==> src/rtl/epr_pkg.sv <==
// Package for the escaped packet receiver.
// Holds the channel payload types, the register map and the parser state codes.
// No dependencies.
package epr_pkg;

    typedef struct packed {
        logic       operation;
        logic [7:0] rx_byte;
        logic       framing_error;
        logic       overrun_error;
        logic [5:0] read_index;
    } t_in_item;

    typedef struct packed {
        logic       packet_done;
        logic [6:0] packet_length;
        logic [7:0] source_address;
        logic [7:0] port_number;
        logic [7:0] read_data;
        logic [2:0] parser_state;
    } t_out_item;

    typedef struct packed {
        logic [7:0] esc_char;
        logic [7:0] hdr_char;
        logic [7:0] eof_char;
        logic [7:0] own_address;
    } t_cfg;

    // Register indexes on the configuration port.
    localparam logic [1:0] REG_ESCAPE = 2'd0;
    localparam logic [1:0] REG_HEADER = 2'd1;
    localparam logic [1:0] REG_END    = 2'd2;
    localparam logic [1:0] REG_OWN    = 2'd3;

    localparam logic [7:0] RST_ESCAPE = 8'd126;
    localparam logic [7:0] RST_HEADER = 8'd1;
    localparam logic [7:0] RST_END    = 8'd2;
    localparam logic [7:0] RST_OWN    = 8'd0;

    localparam logic OP_RECEIVE = 1'b0;
    localparam logic OP_READ    = 1'b1;

    // Parser state codes.
    localparam logic [2:0] ST_IDLE     = 3'd0;
    localparam logic [2:0] ST_ESCAPE   = 3'd1;
    localparam logic [2:0] ST_HEADER   = 3'd2;
    localparam logic [2:0] ST_SOURCE   = 3'd3;
    localparam logic [2:0] ST_PORT     = 3'd4;
    localparam logic [2:0] ST_DATA     = 3'd5;
    localparam logic [2:0] ST_DATA_ESC = 3'd6;
    localparam logic [2:0] ST_UNUSED   = 3'd7;

endpackage

==> src/rtl/epr_cfg.sv <==
// APB-style configuration registers of the escaped packet receiver.
// Depends on epr_pkg for the register map and reset values.
module epr_cfg
    import epr_pkg::*;
(
    input  logic        i_clk,
    input  logic        i_rst_n,
    input  logic        psel,
    input  logic        penable,
    input  logic        pwrite,
    input  logic [3:0]  paddr,
    input  logic [31:0] pwdata,
    output logic [31:0] prdata,
    output t_cfg        o_cfg
);

    t_cfg       r_cfg;
    logic       wr_en;
    logic [1:0] reg_idx;

    assign reg_idx = paddr[3:2];
    assign wr_en   = psel & penable & pwrite;

    always_ff @(posedge i_clk) begin
        if (!i_rst_n) begin
            r_cfg.esc_char    <= RST_ESCAPE;
            r_cfg.hdr_char    <= RST_HEADER;
            r_cfg.eof_char    <= RST_END;
            r_cfg.own_address <= RST_OWN;
        end else if (wr_en) begin
            unique case (reg_idx)
                REG_ESCAPE: r_cfg.esc_char    <= pwdata[7:0];
                REG_HEADER: r_cfg.hdr_char    <= pwdata[7:0];
                REG_END:    r_cfg.eof_char    <= pwdata[7:0];
                REG_OWN:    r_cfg.own_address <= pwdata[7:0];
                default:    r_cfg.esc_char    <= r_cfg.esc_char;
            endcase
        end
    end

    always_comb begin
        unique case (reg_idx)
            REG_ESCAPE: prdata = {24'd0, r_cfg.esc_char};
            REG_HEADER: prdata = {24'd0, r_cfg.hdr_char};
            REG_END:    prdata = {24'd0, r_cfg.eof_char};
            REG_OWN:    prdata = {24'd0, r_cfg.own_address};
            default:    prdata = 32'd0;
        endcase
    end

    assign o_cfg = r_cfg;

endmodule

==> src/rtl/epr_parser.sv <==
// Frame parser of the escaped packet receiver: state, count, flags and buffer writes.
// Depends on epr_pkg for the item and configuration types and the state codes.
module epr_parser
    import epr_pkg::*;
#(
    parameter int BUFFER_DEPTH = 64
) (
    input  logic                            i_clk,
    input  logic                            i_rst_n,
    input  logic                            i_accept,
    input  t_in_item                        i_item,
    input  t_cfg                            i_cfg,
    output logic                            o_wr_en,
    output logic [$clog2(BUFFER_DEPTH)-1:0] o_wr_addr,
    output logic [7:0]                      o_wr_data,
    output logic [2:0]                      o_state,
    output logic [6:0]                      o_length,
    output logic                            o_done,
    output logic [7:0]                      o_sender,
    output logic [7:0]                      o_port
);

    localparam int AW = $clog2(BUFFER_DEPTH);
    localparam int CW = $clog2(BUFFER_DEPTH + 1);
    localparam logic [CW-1:0] DEPTH_C = CW'(BUFFER_DEPTH);
    localparam logic [CW-1:0] ONE_C   = CW'(1);

    logic [2:0]    r_state, n_state;
    logic [CW-1:0] r_count, n_count;
    logic          r_done, n_done;
    logic [7:0]    r_sender, n_sender;
    logic [7:0]    r_port, n_port;
    logic          store;
    logic [7:0]    b;
    logic          is_esc;
    logic [CW+6:0] count_ext;

    assign b      = i_item.rx_byte;
    assign is_esc = (b == i_cfg.esc_char);

    always_comb begin
        n_state  = r_state;
        n_count  = r_count;
        n_done   = r_done;
        n_sender = r_sender;
        n_port   = r_port;
        store    = 1'b0;
        if (i_item.operation == OP_RECEIVE) begin
            if (i_item.framing_error || i_item.overrun_error) begin
                n_state = ST_IDLE;
            end else begin
                unique case (r_state)
                    ST_IDLE: begin
                        if (is_esc) n_state = ST_ESCAPE;
                    end
                    ST_ESCAPE: begin
                        n_state = (b == i_cfg.hdr_char) ? ST_HEADER : ST_IDLE;
                    end
                    ST_HEADER: begin
                        // An address match wins over an escape of the same value.
                        if (b == i_cfg.own_address) n_state = ST_SOURCE;
                        else if (is_esc)            n_state = ST_ESCAPE;
                        else                        n_state = ST_IDLE;
                    end
                    ST_SOURCE: begin
                        if (is_esc) begin
                            n_state = ST_ESCAPE;
                        end else begin
                            n_state  = ST_PORT;
                            n_sender = b;
                            n_done   = 1'b0;
                            n_count  = '0;
                        end
                    end
                    ST_PORT: begin
                        if (is_esc) begin
                            n_state = ST_ESCAPE;
                        end else begin
                            n_state = ST_DATA;
                            n_port  = b;
                        end
                    end
                    ST_DATA: begin
                        if (r_count < DEPTH_C) begin
                            store   = 1'b1;
                            n_count = r_count + ONE_C;
                        end else begin
                            // Buffer full: the byte is dropped and the count
                            // steps back by one, closing the packet.
                            n_count = r_count - ONE_C;
                            n_state = ST_IDLE;
                            n_done  = 1'b1;
                        end
                        if (is_esc) n_state = ST_DATA_ESC;
                    end
                    ST_DATA_ESC: begin
                        if (is_esc) begin
                            n_state = ST_DATA;
                        end else if (b == i_cfg.eof_char) begin
                            n_done  = 1'b1;
                            n_state = ST_IDLE;
                            if (r_count != '0) n_count = r_count - ONE_C;
                        end else begin
                            n_state = ST_IDLE;
                        end
                    end
                    default: n_state = ST_IDLE;
                endcase
            end
        end
    end

    always_ff @(posedge i_clk) begin
        if (!i_rst_n) begin
            r_state  <= ST_IDLE;
            r_count  <= '0;
            r_done   <= 1'b0;
            r_sender <= 8'd0;
            r_port   <= 8'd0;
        end else if (i_accept) begin
            r_state  <= n_state;
            r_count  <= n_count;
            r_done   <= n_done;
            r_sender <= n_sender;
            r_port   <= n_port;
        end
    end

    assign o_wr_en   = i_accept & store;
    assign o_wr_addr = r_count[AW-1:0];
    assign o_wr_data = b;

    assign count_ext = {7'd0, r_count};
    assign o_state   = r_state;
    assign o_length  = count_ext[6:0];
    assign o_done    = r_done;
    assign o_sender  = r_sender;
    assign o_port    = r_port;

endmodule

==> src/rtl/epr_buffer.sv <==
// Packet buffer of the escaped packet receiver: one write port, one registered read port.
// A write and a read of the same entry in one cycle forward the new byte.
// Depends on epr_pkg only by convention of the project; uses no package items.
module epr_buffer #(
    parameter int BUFFER_DEPTH = 64
) (
    input  logic                            i_clk,
    input  logic                            i_accept,
    input  logic                            i_wr_en,
    input  logic [$clog2(BUFFER_DEPTH)-1:0] i_wr_addr,
    input  logic [7:0]                      i_wr_data,
    input  logic [5:0]                      i_read_index,
    output logic [7:0]                      o_read_data
);

    localparam int AW = $clog2(BUFFER_DEPTH);

    logic [7:0]    mem [BUFFER_DEPTH];
    logic [7:0]    r_mem_q;
    logic [7:0]    r_fwd_data;
    logic          r_fwd;
    logic          r_rd_ok;
    logic [AW+5:0] idx_ext;
    logic [AW-1:0] rd_addr;
    logic          rd_ok;

    assign idx_ext = {{AW{1'b0}}, i_read_index};
    assign rd_addr = idx_ext[AW-1:0];
    assign rd_ok   = (32'(i_read_index) < BUFFER_DEPTH);

    always_ff @(posedge i_clk) begin
        if (i_wr_en) mem[i_wr_addr] <= i_wr_data;
        if (i_accept) r_mem_q <= mem[rd_addr];
    end

    always_ff @(posedge i_clk) begin
        if (i_accept) begin
            r_rd_ok    <= rd_ok;
            r_fwd      <= i_wr_en && (i_wr_addr == rd_addr);
            r_fwd_data <= i_wr_data;
        end
    end

    assign o_read_data = !r_rd_ok ? 8'd0 : (r_fwd ? r_fwd_data : r_mem_q);

endmodule

==> src/rtl/escaped_packet_receiver.sv <==
// Escaped packet receiver: parses byte-stuffed frames and stores their data bytes.
// Depends on epr_pkg, epr_cfg, epr_parser and epr_buffer.
//
// Each input transaction carries one received byte (or a buffer read) and yields
// exactly one result transaction, registered in the cycle after acceptance. A new
// transaction is taken every cycle (one item per clock) as long as the result
// register is empty or is being drained in the same cycle; the buffer is a
// single-port-write, single-port-read memory with a registered read, and a byte
// written in the same cycle as a read of its entry is forwarded. The result
// fields show the parser state after the byte; read_data is 0 for an index at
// or beyond BUFFER_DEPTH, entries unwritten since reset read as unspecified. The user must
// write configuration over the APB-style port only while idle; the block does not check it.
module escaped_packet_receiver
    import epr_pkg::*;
#(
    parameter int BUFFER_DEPTH = 64
) (
    input  logic        i_clk,
    input  logic        i_rst_n,
    input  logic        i_valid,
    output logic        o_ready,
    input  t_in_item    i_data,
    output logic        o_valid,
    input  logic        i_ready,
    output t_out_item   o_data,
    input  logic        psel,
    input  logic        penable,
    input  logic        pwrite,
    input  logic [3:0]  paddr,
    input  logic [31:0] pwdata,
    output logic [31:0] prdata,
    output logic        pready
);

    localparam int AW = $clog2(BUFFER_DEPTH);

    t_cfg          cfg;
    logic          accept;
    logic          r_valid;
    logic          wr_en;
    logic [AW-1:0] wr_addr;
    logic [7:0]    wr_data;
    logic [2:0]    state;
    logic [6:0]    length;
    logic          done;
    logic [7:0]    sender;
    logic [7:0]    port;
    logic [7:0]    read_data;

    assign pready  = 1'b1;
    assign o_ready = !r_valid || i_ready;
    assign accept  = i_valid && o_ready;

    always_ff @(posedge i_clk) begin
        if (!i_rst_n) begin
            r_valid <= 1'b0;
        end else if (accept) begin
            r_valid <= 1'b1;
        end else if (i_ready) begin
            r_valid <= 1'b0;
        end
    end

    epr_cfg u_cfg (
        .i_clk   (i_clk),
        .i_rst_n (i_rst_n),
        .psel    (psel),
        .penable (penable),
        .pwrite  (pwrite),
        .paddr   (paddr),
        .pwdata  (pwdata),
        .prdata  (prdata),
        .o_cfg   (cfg)
    );

    epr_parser #(.BUFFER_DEPTH(BUFFER_DEPTH)) u_parser (
        .i_clk     (i_clk),
        .i_rst_n   (i_rst_n),
        .i_accept  (accept),
        .i_item    (i_data),
        .i_cfg     (cfg),
        .o_wr_en   (wr_en),
        .o_wr_addr (wr_addr),
        .o_wr_data (wr_data),
        .o_state   (state),
        .o_length  (length),
        .o_done    (done),
        .o_sender  (sender),
        .o_port    (port)
    );

    epr_buffer #(.BUFFER_DEPTH(BUFFER_DEPTH)) u_buffer (
        .i_clk        (i_clk),
        .i_accept     (accept),
        .i_wr_en      (wr_en),
        .i_wr_addr    (wr_addr),
        .i_wr_data    (wr_data),
        .i_read_index (i_data.read_index),
        .o_read_data  (read_data)
    );

    // Parser registers change only on acceptance, so they hold the result of
    // the transaction currently shown on the output.
    assign o_valid               = r_valid;
    assign o_data.packet_done    = done;
    assign o_data.packet_length  = length;
    assign o_data.source_address = sender;
    assign o_data.port_number    = port;
    assign o_data.read_data      = read_data;
    assign o_data.parser_state   = state;

endmodule

==> config.mk <==
export PLATFORM = sky130hd
export DESIGN_NAME = escaped_packet_receiver
export DESIGN_NICKNAME = d
export VERILOG_FILES = /design/src/rtl/epr_pkg.sv /design/src/rtl/epr_cfg.sv /design/src/rtl/epr_parser.sv /design/src/rtl/epr_buffer.sv /design/src/rtl/escaped_packet_receiver.sv
export SDC_FILE = /design/constraint.sdc
export NUM_CORES = 1
export LEC_CHECK = 0
export ABC_AREA = 0
export BUFFER_PORTS_ARGS = -buffer_cell sky130_fd_sc_hd__buf_2
export CORE_MARGIN = 2
export CORE_UTILIZATION = 32
export CTS_BUF_LIST = sky130_fd_sc_hd__clkbuf_4
export DETAILED_ROUTE_END_ITERATION = 12
export SYNTH_ARGS = -nofsm -noshare
export SYNTH_HDL_FRONTEND = slang
export SYNTH_HIERARCHICAL = 1
export SYNTH_SLANG_ARGS = --single-unit
==> constraint.sdc <==
create_clock -name i_clk -period 5.3 [get_ports i_clk]
set_input_delay 1.06 -clock i_clk [delete_from_list [all_inputs] [get_ports i_clk]]
set_output_delay 1.06 -clock i_clk [all_outputs]
set_load 0.1 [all_outputs]
==> results.md, run 1 <==
- The worst IR drop on VDD is ~0.18 mV.
- The area of the core region is approximately 0.076 sq mm.
- Synthesis instantiated between 60 and 70 different standard cells from the library.
- After synthesis the cells add up to 0.0246 sq mm.
- The initial core utilization is 0.324.
- The fraction of power consumed by sequential logic is 0.540.
- The sort of element at the start of the critical path is a flip-flop.
- The post-synthesis async set-or-reset flop share is 0.
- The reported leakage power is around 9.4 nW.
- The post-layout net count is roughly 1600.
- The part of the cycle the worst path needs is 0.736.
- The number of buffers inserted during clock tree synthesis is between 100 and 150.
- Summed over all nets, the half-perimeter wirelength after detailed placement is approximately 35000 um.
- The fraction of power spent switching nets is 0.235.
- Data on the critical path is required at its endpoint by 5860 ps.
- The number of hold violations in the final report is 0.
- The first detailed-routing pass ran for 5 iterations.
- The TritonCTS clock tree is yes.
- Summed over all layers, the routed wires come to between 50000 and 60000 um.
- Final hold analysis gives a worst-case slack of between 300 and 400 ps.
- The CTS root buffer is sky130_fd_sc_hd__clkbuf_4.
- Of the synthesized area, sequential elements account for 0.693.
- The worst setup path is captured at a flip-flop.
- The sequential standard cell area is ~0.017 sq mm.
- Of the total power, the clock network draws 0.393.
- The post-cts hold buffer count is 0.
- The die covers ~0.079 sq mm.
- Leaving out fill and tap cells, the most frequent cell in the layout is sky130_fd_sc_hd__edfxtp_1.
- Counting every instance in the synthesized netlist gives around 1400.
- The clock tree synthesis step divided the H-tree into 4 levels.
- After clock tree synthesis, the clock-pin slew on the worst setup and hold paths is around 60 ps.
- A synthesized cell averages ~18 sq um.
- In the final layout, the share of cells above drive strength 1 is 0.308.
- The final global-route overflow total is 0.
- The worst pin sits at a relative slew slack of 0.335.
- After floorplanning, the core was divided into 101 placement rows.
- The maximum clock rate is 256 MHz.
- The number of I/O pins is 130.
- The overall routing resource usage is 0.145.
- The power density relative to cell area is 338 mW/mm^2.
- The via-per-instance ratio is around 4.9.
- For this design the total switching power over the nets is approximately 2.2 mW.
- The overall via count from detail_route is approximately 13000.
- The insertion delay to the later sink of the worst-skew pair is ~960 ps.
- Data arrives at the worst endpoint at around 4500 ps.
- The logic gate share of total power is 0.067.
- Counting every sink on the clock net gives 589.
- The critical path in this run is classified as reg2reg.
- The max-slew violation count is 0.
- The number of endpoints failing setup at the final stage is 0.
- The final-layout fill cell count is approximately 7200.
- For the pin with the worst max-slew slack, the measured transition is 998 ps.
- The internal cell power is about 7.2 mW.
- The x dimension of the die is about 280 um.
- Adding up every negative setup slack in the final design gives 0 ps.
- The library cells used most frequently in the layout, excluding fill and tap cells, are 529 x sky130_fd_sc_hd__edfxtp_1, 216 x sky130_fd_sc_hd__clkbuf_4, 104 x sky130_fd_sc_hd__mux4_2.
- The max-cap violation count is 0.
- Among all flip-flop cells after synthesis, the most frequent one is sky130_fd_sc_hd__edfxtp_1.
- On the final layout, the worst clock skew is between 70 and 80 ps.
- The post-cts gate resize count is 0.
- The final estimated routing congestion in global placement is roughly 0.83.
- After detailed routing, the number of remaining DRC violations is 0.
- In this run, synthesis produced a sequential element count of roughly 590.
- The Yosys step of the flow raised 6 warnings.
- The number of buffers added for setup after CTS is 0.
- The first global-routing pass estimated between 80000 and 90000 um of wire.
- In this run, the number of DRC markers left after iteration 0 of detailed routing was between 1000 and 1500.
- The initial antenna violation count was 2.
- The via count of the first global-routing pass came to ~14000.
- The count of antenna-violating nets left after detailed routing is 0.
- The quantity of I/O buffers inserted on ports is between 70 and 80.
- The multi-input combinational cells in the finished layout cover a total of around 0.0066 sq mm.
- The area growth from synthesis to layout is 12.8%.
- After layout, the minimum clock period comes to 3900 ps.
- The flow ran to the end, and the final reports show no timing, DRC or antenna violations.
- The y dimension of the die is between 200 and 300 um.
- Setup repair after global routing left no endpoint under its margin.
- Of all nets on the critical path, the largest fanout is 19.
- Entering global routing, the biggest net connects 77 pins.
- The worst hold path class is in2reg.
- The count of flip-flops with a built-in enable after synthesis is approximately 530.
- The average wire per cell in the routed design is approximately 21 um.
- In this run the deepest clock path goes through 3 buffers.
## critical path, stage by stage, from the launching register on
cell and delay (ps):
sky130_fd_sc_hd__dfxtp_1 340, sky130_fd_sc_hd__nand2b_4 90, sky130_fd_sc_hd__and2_4 360, sky130_fd_sc_hd__nand2_1 140
sky130_fd_sc_hd__or3_1 430, sky130_fd_sc_hd__nor2_1 550, sky130_fd_sc_hd__nor2b_1 330, sky130_fd_sc_hd__nand2_1 430
sky130_fd_sc_hd__nor2_1 860
## cell families after synthesis
group	count (synthesis)	share of synthesized area
xor gates and xnor gates	41	0.0146
adders and majority gates	3	0.00152
buffers and inverters	142	0.0412
other	2	0.000305
DFF	589	0.693
muxes	227	0.167
and+or+nand+nor	251	0.0490
AOI/OAI and AO/OA	122	0.0329
## state kept, by name, indices dropped and copies added, names as in the netlist, 3 cells and up
signal and count:
u_buffer/r_mem_q 8, u_parser/o_sender 8, u_parser/o_port 8, u_parser/o_state 3
u_parser/o_length 7, u_buffer/mem 512, u_buffer/r_fwd_data 8, u_cfg/o_cfg 32
## cells in the mapped netlist, drive strengths merged, types with 2 or more instances
| master | n | area, sq um |
|---|---|---|
| xor2 | 20 | 175 |
| mux2 | 19 | 214 |
| conb | 2 | 7.51 |
| o211ai | 8 | 60.1 |
| edfxtp | 529 | 15900 |
| nor4 | 7 | 58.8 |
| nor2 | 102 | 383 |
| a211oi | 10 | 75.1 |
| buf | 98 | 823 |
| a21oi | 19 | 95.1 |
| o32ai | 2 | 17.5 |
| nand4 | 9 | 56.3 |
| or3 | 11 | 73.8 |
| nor3 | 18 | 101 |
| and2 | 2 | 15.0 |
| dfxtp | 60 | 1200 |
| nand3 | 17 | 90.1 |
| o221ai | 2 | 17.5 |
| mux2i | 72 | 721 |
| clkbuf | 27 | 121 |
| ha | 3 | 37.5 |
| inv | 16 | 60.1 |
| a41o | 2 | 20.0 |
| a2111oi | 4 | 35.0 |
| o22ai | 12 | 75.1 |
| xnor2 | 21 | 184 |
| a32o | 3 | 30.0 |
| a221o | 2 | 20.0 |
| nand3b | 4 | 30.0 |
| o31ai | 10 | 75.1 |
| nand2 | 52 | 198 |
| a21boi | 2 | 18.8 |
| nand2b | 10 | 70.1 |
| mux4 | 136 | 3180 |
| nor2b | 15 | 93.8 |
| o21ai | 34 | 170 |
| a22oi | 3 | 22.5 |
## area by class of cell
class | instances | area share
diodes | 2 | 0.000180
clock buffers | 216 | 0.0583
clock inverters | 28 | 0.00666
inverters | 16 | 0.00216
multi-input cells | 669 | 0.238
flip-flops and latches | 589 | 0.614
well taps | 1030 | 0.0463
repair buffers | 147 | 0.0336
## path summary, 6_finish.rpt
| kind | startpoint | end | slack, ps | cells after the start |
|---|---|---|---|---|
| setup / recovery | o_valid | u_buffer/mem[42][1] | 1400 | 8 |
| hold / removal | i_valid | o_valid | 380 | 3 |
| setup reg to reg | o_valid | u_buffer/mem[42][1] | 1400 | 8 |
| hold reg to reg | u_cfg/o_cfg[12] | u_cfg/o_cfg[12] | 480 | 2 |
## layer usage
| layer | vias up | GRT usage | wire, um |
|---|---|---|---|
| met3 | 95 | 0.0364 | 3930 |
| met4 | 0 | 0.0706 | 1700 |
| li1 | 5879 | - | - |
| met1 | 6788 | 0.193 | 24800 |
| met5 | - | 0 | 0 |
| met2 | 538 | 0.221 | 26000 |
## power by group through the flow
stage / sequential, mW / clock (mW) / combinational, mW
global placement: 5.18 / 0 / 0.627
CTS: 5.08 / 3.83 / 0.635
detailed placement: 5.18 / 0 / 0.634
finish: 5.08 / 3.70 / 0.629
floorplan: 5.18 / 0 / 0.489
global route: 5.08 / 4.06 / 0.667
## through the flow
step | utilization | worst slack (ps) | instances | total power, mW | instance area, sq um
floorplan | - | 1540 | 1400 | 5.67 | 24700
global placement | 0.342 | 814 | 2451 | 5.80 | 26000
detailed placement | 0.342 | 641 | 2451 | 5.81 | 26000
CTS | 0.365 | 1500 | 2695 | 9.54 | 27800
global route | 0.366 | 1190 | 2697 | 9.80 | 27800
finish | 0.366 | 1400 | 2697 | 9.41 | 27800
No activity file was read; power rests on OpenSTA's default activity.
==> inputs of run 2 (changes only) <==
==> constraint.sdc (replaced) <==
create_clock -name i_clk -period 4 [get_ports i_clk]
set_input_delay 0.8 -clock i_clk [delete_from_list [all_inputs] [get_ports i_clk]]
set_output_delay 0.8 -clock i_clk [all_outputs]
set_load 0.1 [all_outputs]
==> run 2 against run 1 <==
Setup slack got worse by 630 ps. Hold slack got worse by 210 ps. Register-to-register slack got worse by 420 ps. Critical endpoint is now o_data[31]. Largest power group unchanged.
==> results.md, run 2 (synthesis results as in run 1) <==
- The flow ran to the end, and the final reports show no timing, DRC or antenna violations.
- Buffers placed on the I/O ports in this run total 78.
- u_buffer/mem holds more flip-flops than any other register.
- The signal on the critical path passes through buf_2.
- The net switching power figure is 3.04 mW.
- The core region is around 0.076 sq mm.
- Global routing finished with a remaining overflow of 0.
- The root buffer cell chosen for the clock tree is sky130_fd_sc_hd__clkbuf_4.
- The worst setup path is launched from a flip-flop.
- The worst pin sits at a relative slew slack of 0.344.
- Summing all placed instances gives a cell area of roughly 0.026 sq mm.
- The initial antenna violation count is 2.
- Power spread over the standard cell area amounts to roughly 450 mW/mm^2.
- The data required time at the worst endpoint is about 3200 ps.
- The post-layout net count is 1674.
- Setup repair after global routing left no endpoint under its margin.
- The maximum clock rate is 309 MHz.
- The family with the most delay on the worst path is flip-flops.
- The library cell used most frequently in the layout, excluding fill and tap cells, is sky130_fd_sc_hd__edfxtp_1.
- The arrival time at the worst endpoint is approximately 2400 ps.
- In this run the number of H-tree levels came out at 4.
- The y dimension of the die is between 200 and 300 um.
- The x dimension of the die is about 280 um.
- Along the worst path, the maximum fanout reaches 16.
- In the layout the commonest cells are 529 x sky130_fd_sc_hd__edfxtp_1, 214 x sky130_fd_sc_hd__clkbuf_4, 104 x sky130_fd_sc_hd__mux4_2.
- The via-per-instance ratio is slightly below 5.
- The overall routing resource usage is 0.149.
- The final-layout fill cell count is ~7000.
- The fraction of power spent switching nets is 0.239.
- The sequential standard cell area is approximately 0.017 sq mm.
- The post-layout instance area is approximately 0.028 sq mm.
- The final route contains 13600 vias.
- The type of the setup path with the least slack is reg2out.
- The TritonCTS clock tree is yes.
- The largest net degree at the start of global routing is 71.
- For this design, the slowest cell found on the critical path is sky130_fd_sc_hd__dfxtp_1.
- Of the cells placed in the final design, the portion with a size suffix greater than 1 is 0.319.
- The aggregate routed wire length is approximately 58000 um.
- The max-slew violation count is 0.
- The sum of net half-perimeters after detailed placement is roughly 36000 um.
- The initial utilization of the core area, before any placement, comes to 0.324.
- In the final routed layout, each cell accounts on average for between 20 and 25 um.
- Internal power comes to about 9.7 mW.
- The number of buffers and inverters on the critical path is 1.
- The post-synthesis to final-layout area growth is 14.6%.
- Clock-pin slew was measured on the worst setup and hold paths at ~70 ps.
- The count of antenna-violating nets left after detailed routing is 0.
- The flip-flop count of the largest register, all copies and words added is ~510.
- The initial detailed-routing violation count is ~1000.
- The worst-case IR drop observed on VDD is about 0.21 mV.
- The capturing element type of the critical path is a primary output.
- For this run, design rule violations remaining after detail routing come to 0.
- The site row count is around 100.
- Buffers added to address setup during post-CTS repair amount to 0.
- The fraction of power consumed by sequential logic is 0.529.
- The area of combinational cells with multiple inputs is around 0.0066 sq mm.
- In this run the worst hold path is classified as in2reg.
- The maximum single-stage delay on the critical path is 880 ps.
- Setup violations remaining at the end of the flow were counted as 0.
- In the final timing run, aggregate negative setup slack is 0 ps.
- The area enclosed by the die boundary is just under 0.08 sq mm.
- The first global-routing pass estimated 86600 um of wire.
- The max-cap violation count is 0.
- The clock passes through at most 3 buffers.
- The number of hold violations in the final report was 0.
- The final estimated routing congestion in global placement is approximately 0.8.
- The reported leakage power is around 9.6 nW.
- The post-route clock skew is 55.6 ps.
- For the pin with the worst max-slew slack, the measured transition is between 900 and 1000 ps.
- During I/O placement, the number of pins put on the boundary was 130.
- The number of buffers inserted during clock tree synthesis is around 150.
- The part of the cycle the worst path needs is 0.808.
- Of the total power, the clock network draws 0.405.
- The logic gate share of total power is 0.066.
- The tree built by TritonCTS fans out to slightly below 600 sinks.
- The via count of the first global-routing pass is 14000.
- Before antenna repair, the detailed router went through 5 iterations.
- The later pin in the worst-skew pair is clocked with a latency of roughly 960 ps.
- Counting I/O delays and the setup requirement, the final critical path takes between 3000 and 4000 ps.
run 2: timing repair:
| action | 4_1_cts | 5_1_grt |
|---|---|---|
| resized for setup | 0 | 0 |
| hold buffers | 3 | 0 |
| hold endpoints to repair | 4 | 0 |
run 2: tightest hold or removal path: cells and delay by family:
family          cells  cell delay [ps]
buf+inv             2              140
compound gates      1               90
run 2: metal layers:
layer / vias up / routed length, um / global-route usage
met5: - / 0 / 0
met4: 0 / 1500 / 0.0621
met3: 105 / 4610 / 0.0438
met2: 588 / 27400 / 0.232
met1: 6876 / 24500 / 0.193
li1: 5998 / - / -
run 2: cell type report:
| class | count | area share |
|---|---|---|
| antenna | 6 | 0.000532 |
| clock buffer | 214 | 0.0569 |
| timing repair buffer | 183 | 0.0433 |
| sequential | 589 | 0.605 |
| inverter | 16 | 0.00213 |
| tap | 1030 | 0.0456 |
| clock inverter | 51 | 0.0117 |
| multi-input combinational | 669 | 0.235 |
run 2: power groups by stage:
stage / sequential (mW) / clock (mW) / combinational (mW)
after detailed placement: 6.86 / 0 / 0.849
after global routing: 6.73 / 5.67 / 0.894
after global placement: 6.86 / 0 / 0.838
after floorplan: 6.87 / 0 / 0.649
after CTS: 6.73 / 5.35 / 0.852
final: 6.73 / 5.15 / 0.843
run 2: per-stage QoR:
stage	std cells	utilization	setup WS, ps	hold WS (ps)	total power, mW
6_report	2758	0.371	767	165	12.7
5_1_grt	2758	0.371	624	75.1	13.3
4_1_cts	2752	0.371	607	1.94	12.9
3_5_place_dp	2484	0.345	537	479	7.71
3_3_place_gp	2484	0.345	629	468	7.70
2_1_floorplan	1400	-	494	445	7.52
run 2: path summary, 6_finish.rpt:
check | from | to | slack, ps | cells after the start
worst max-delay path | u_parser/o_length[4] | o_data[31] | 770 | 1
worst min-delay path | pwdata[6] | u_cfg/o_cfg[30] | 160 | 3
worst max register to register | u_parser/o_state[0] | u_buffer/mem[21][2] | 980 | 6
worst min register to register | u_cfg/o_cfg[13] | u_cfg/o_cfg[13] | 490 | 2
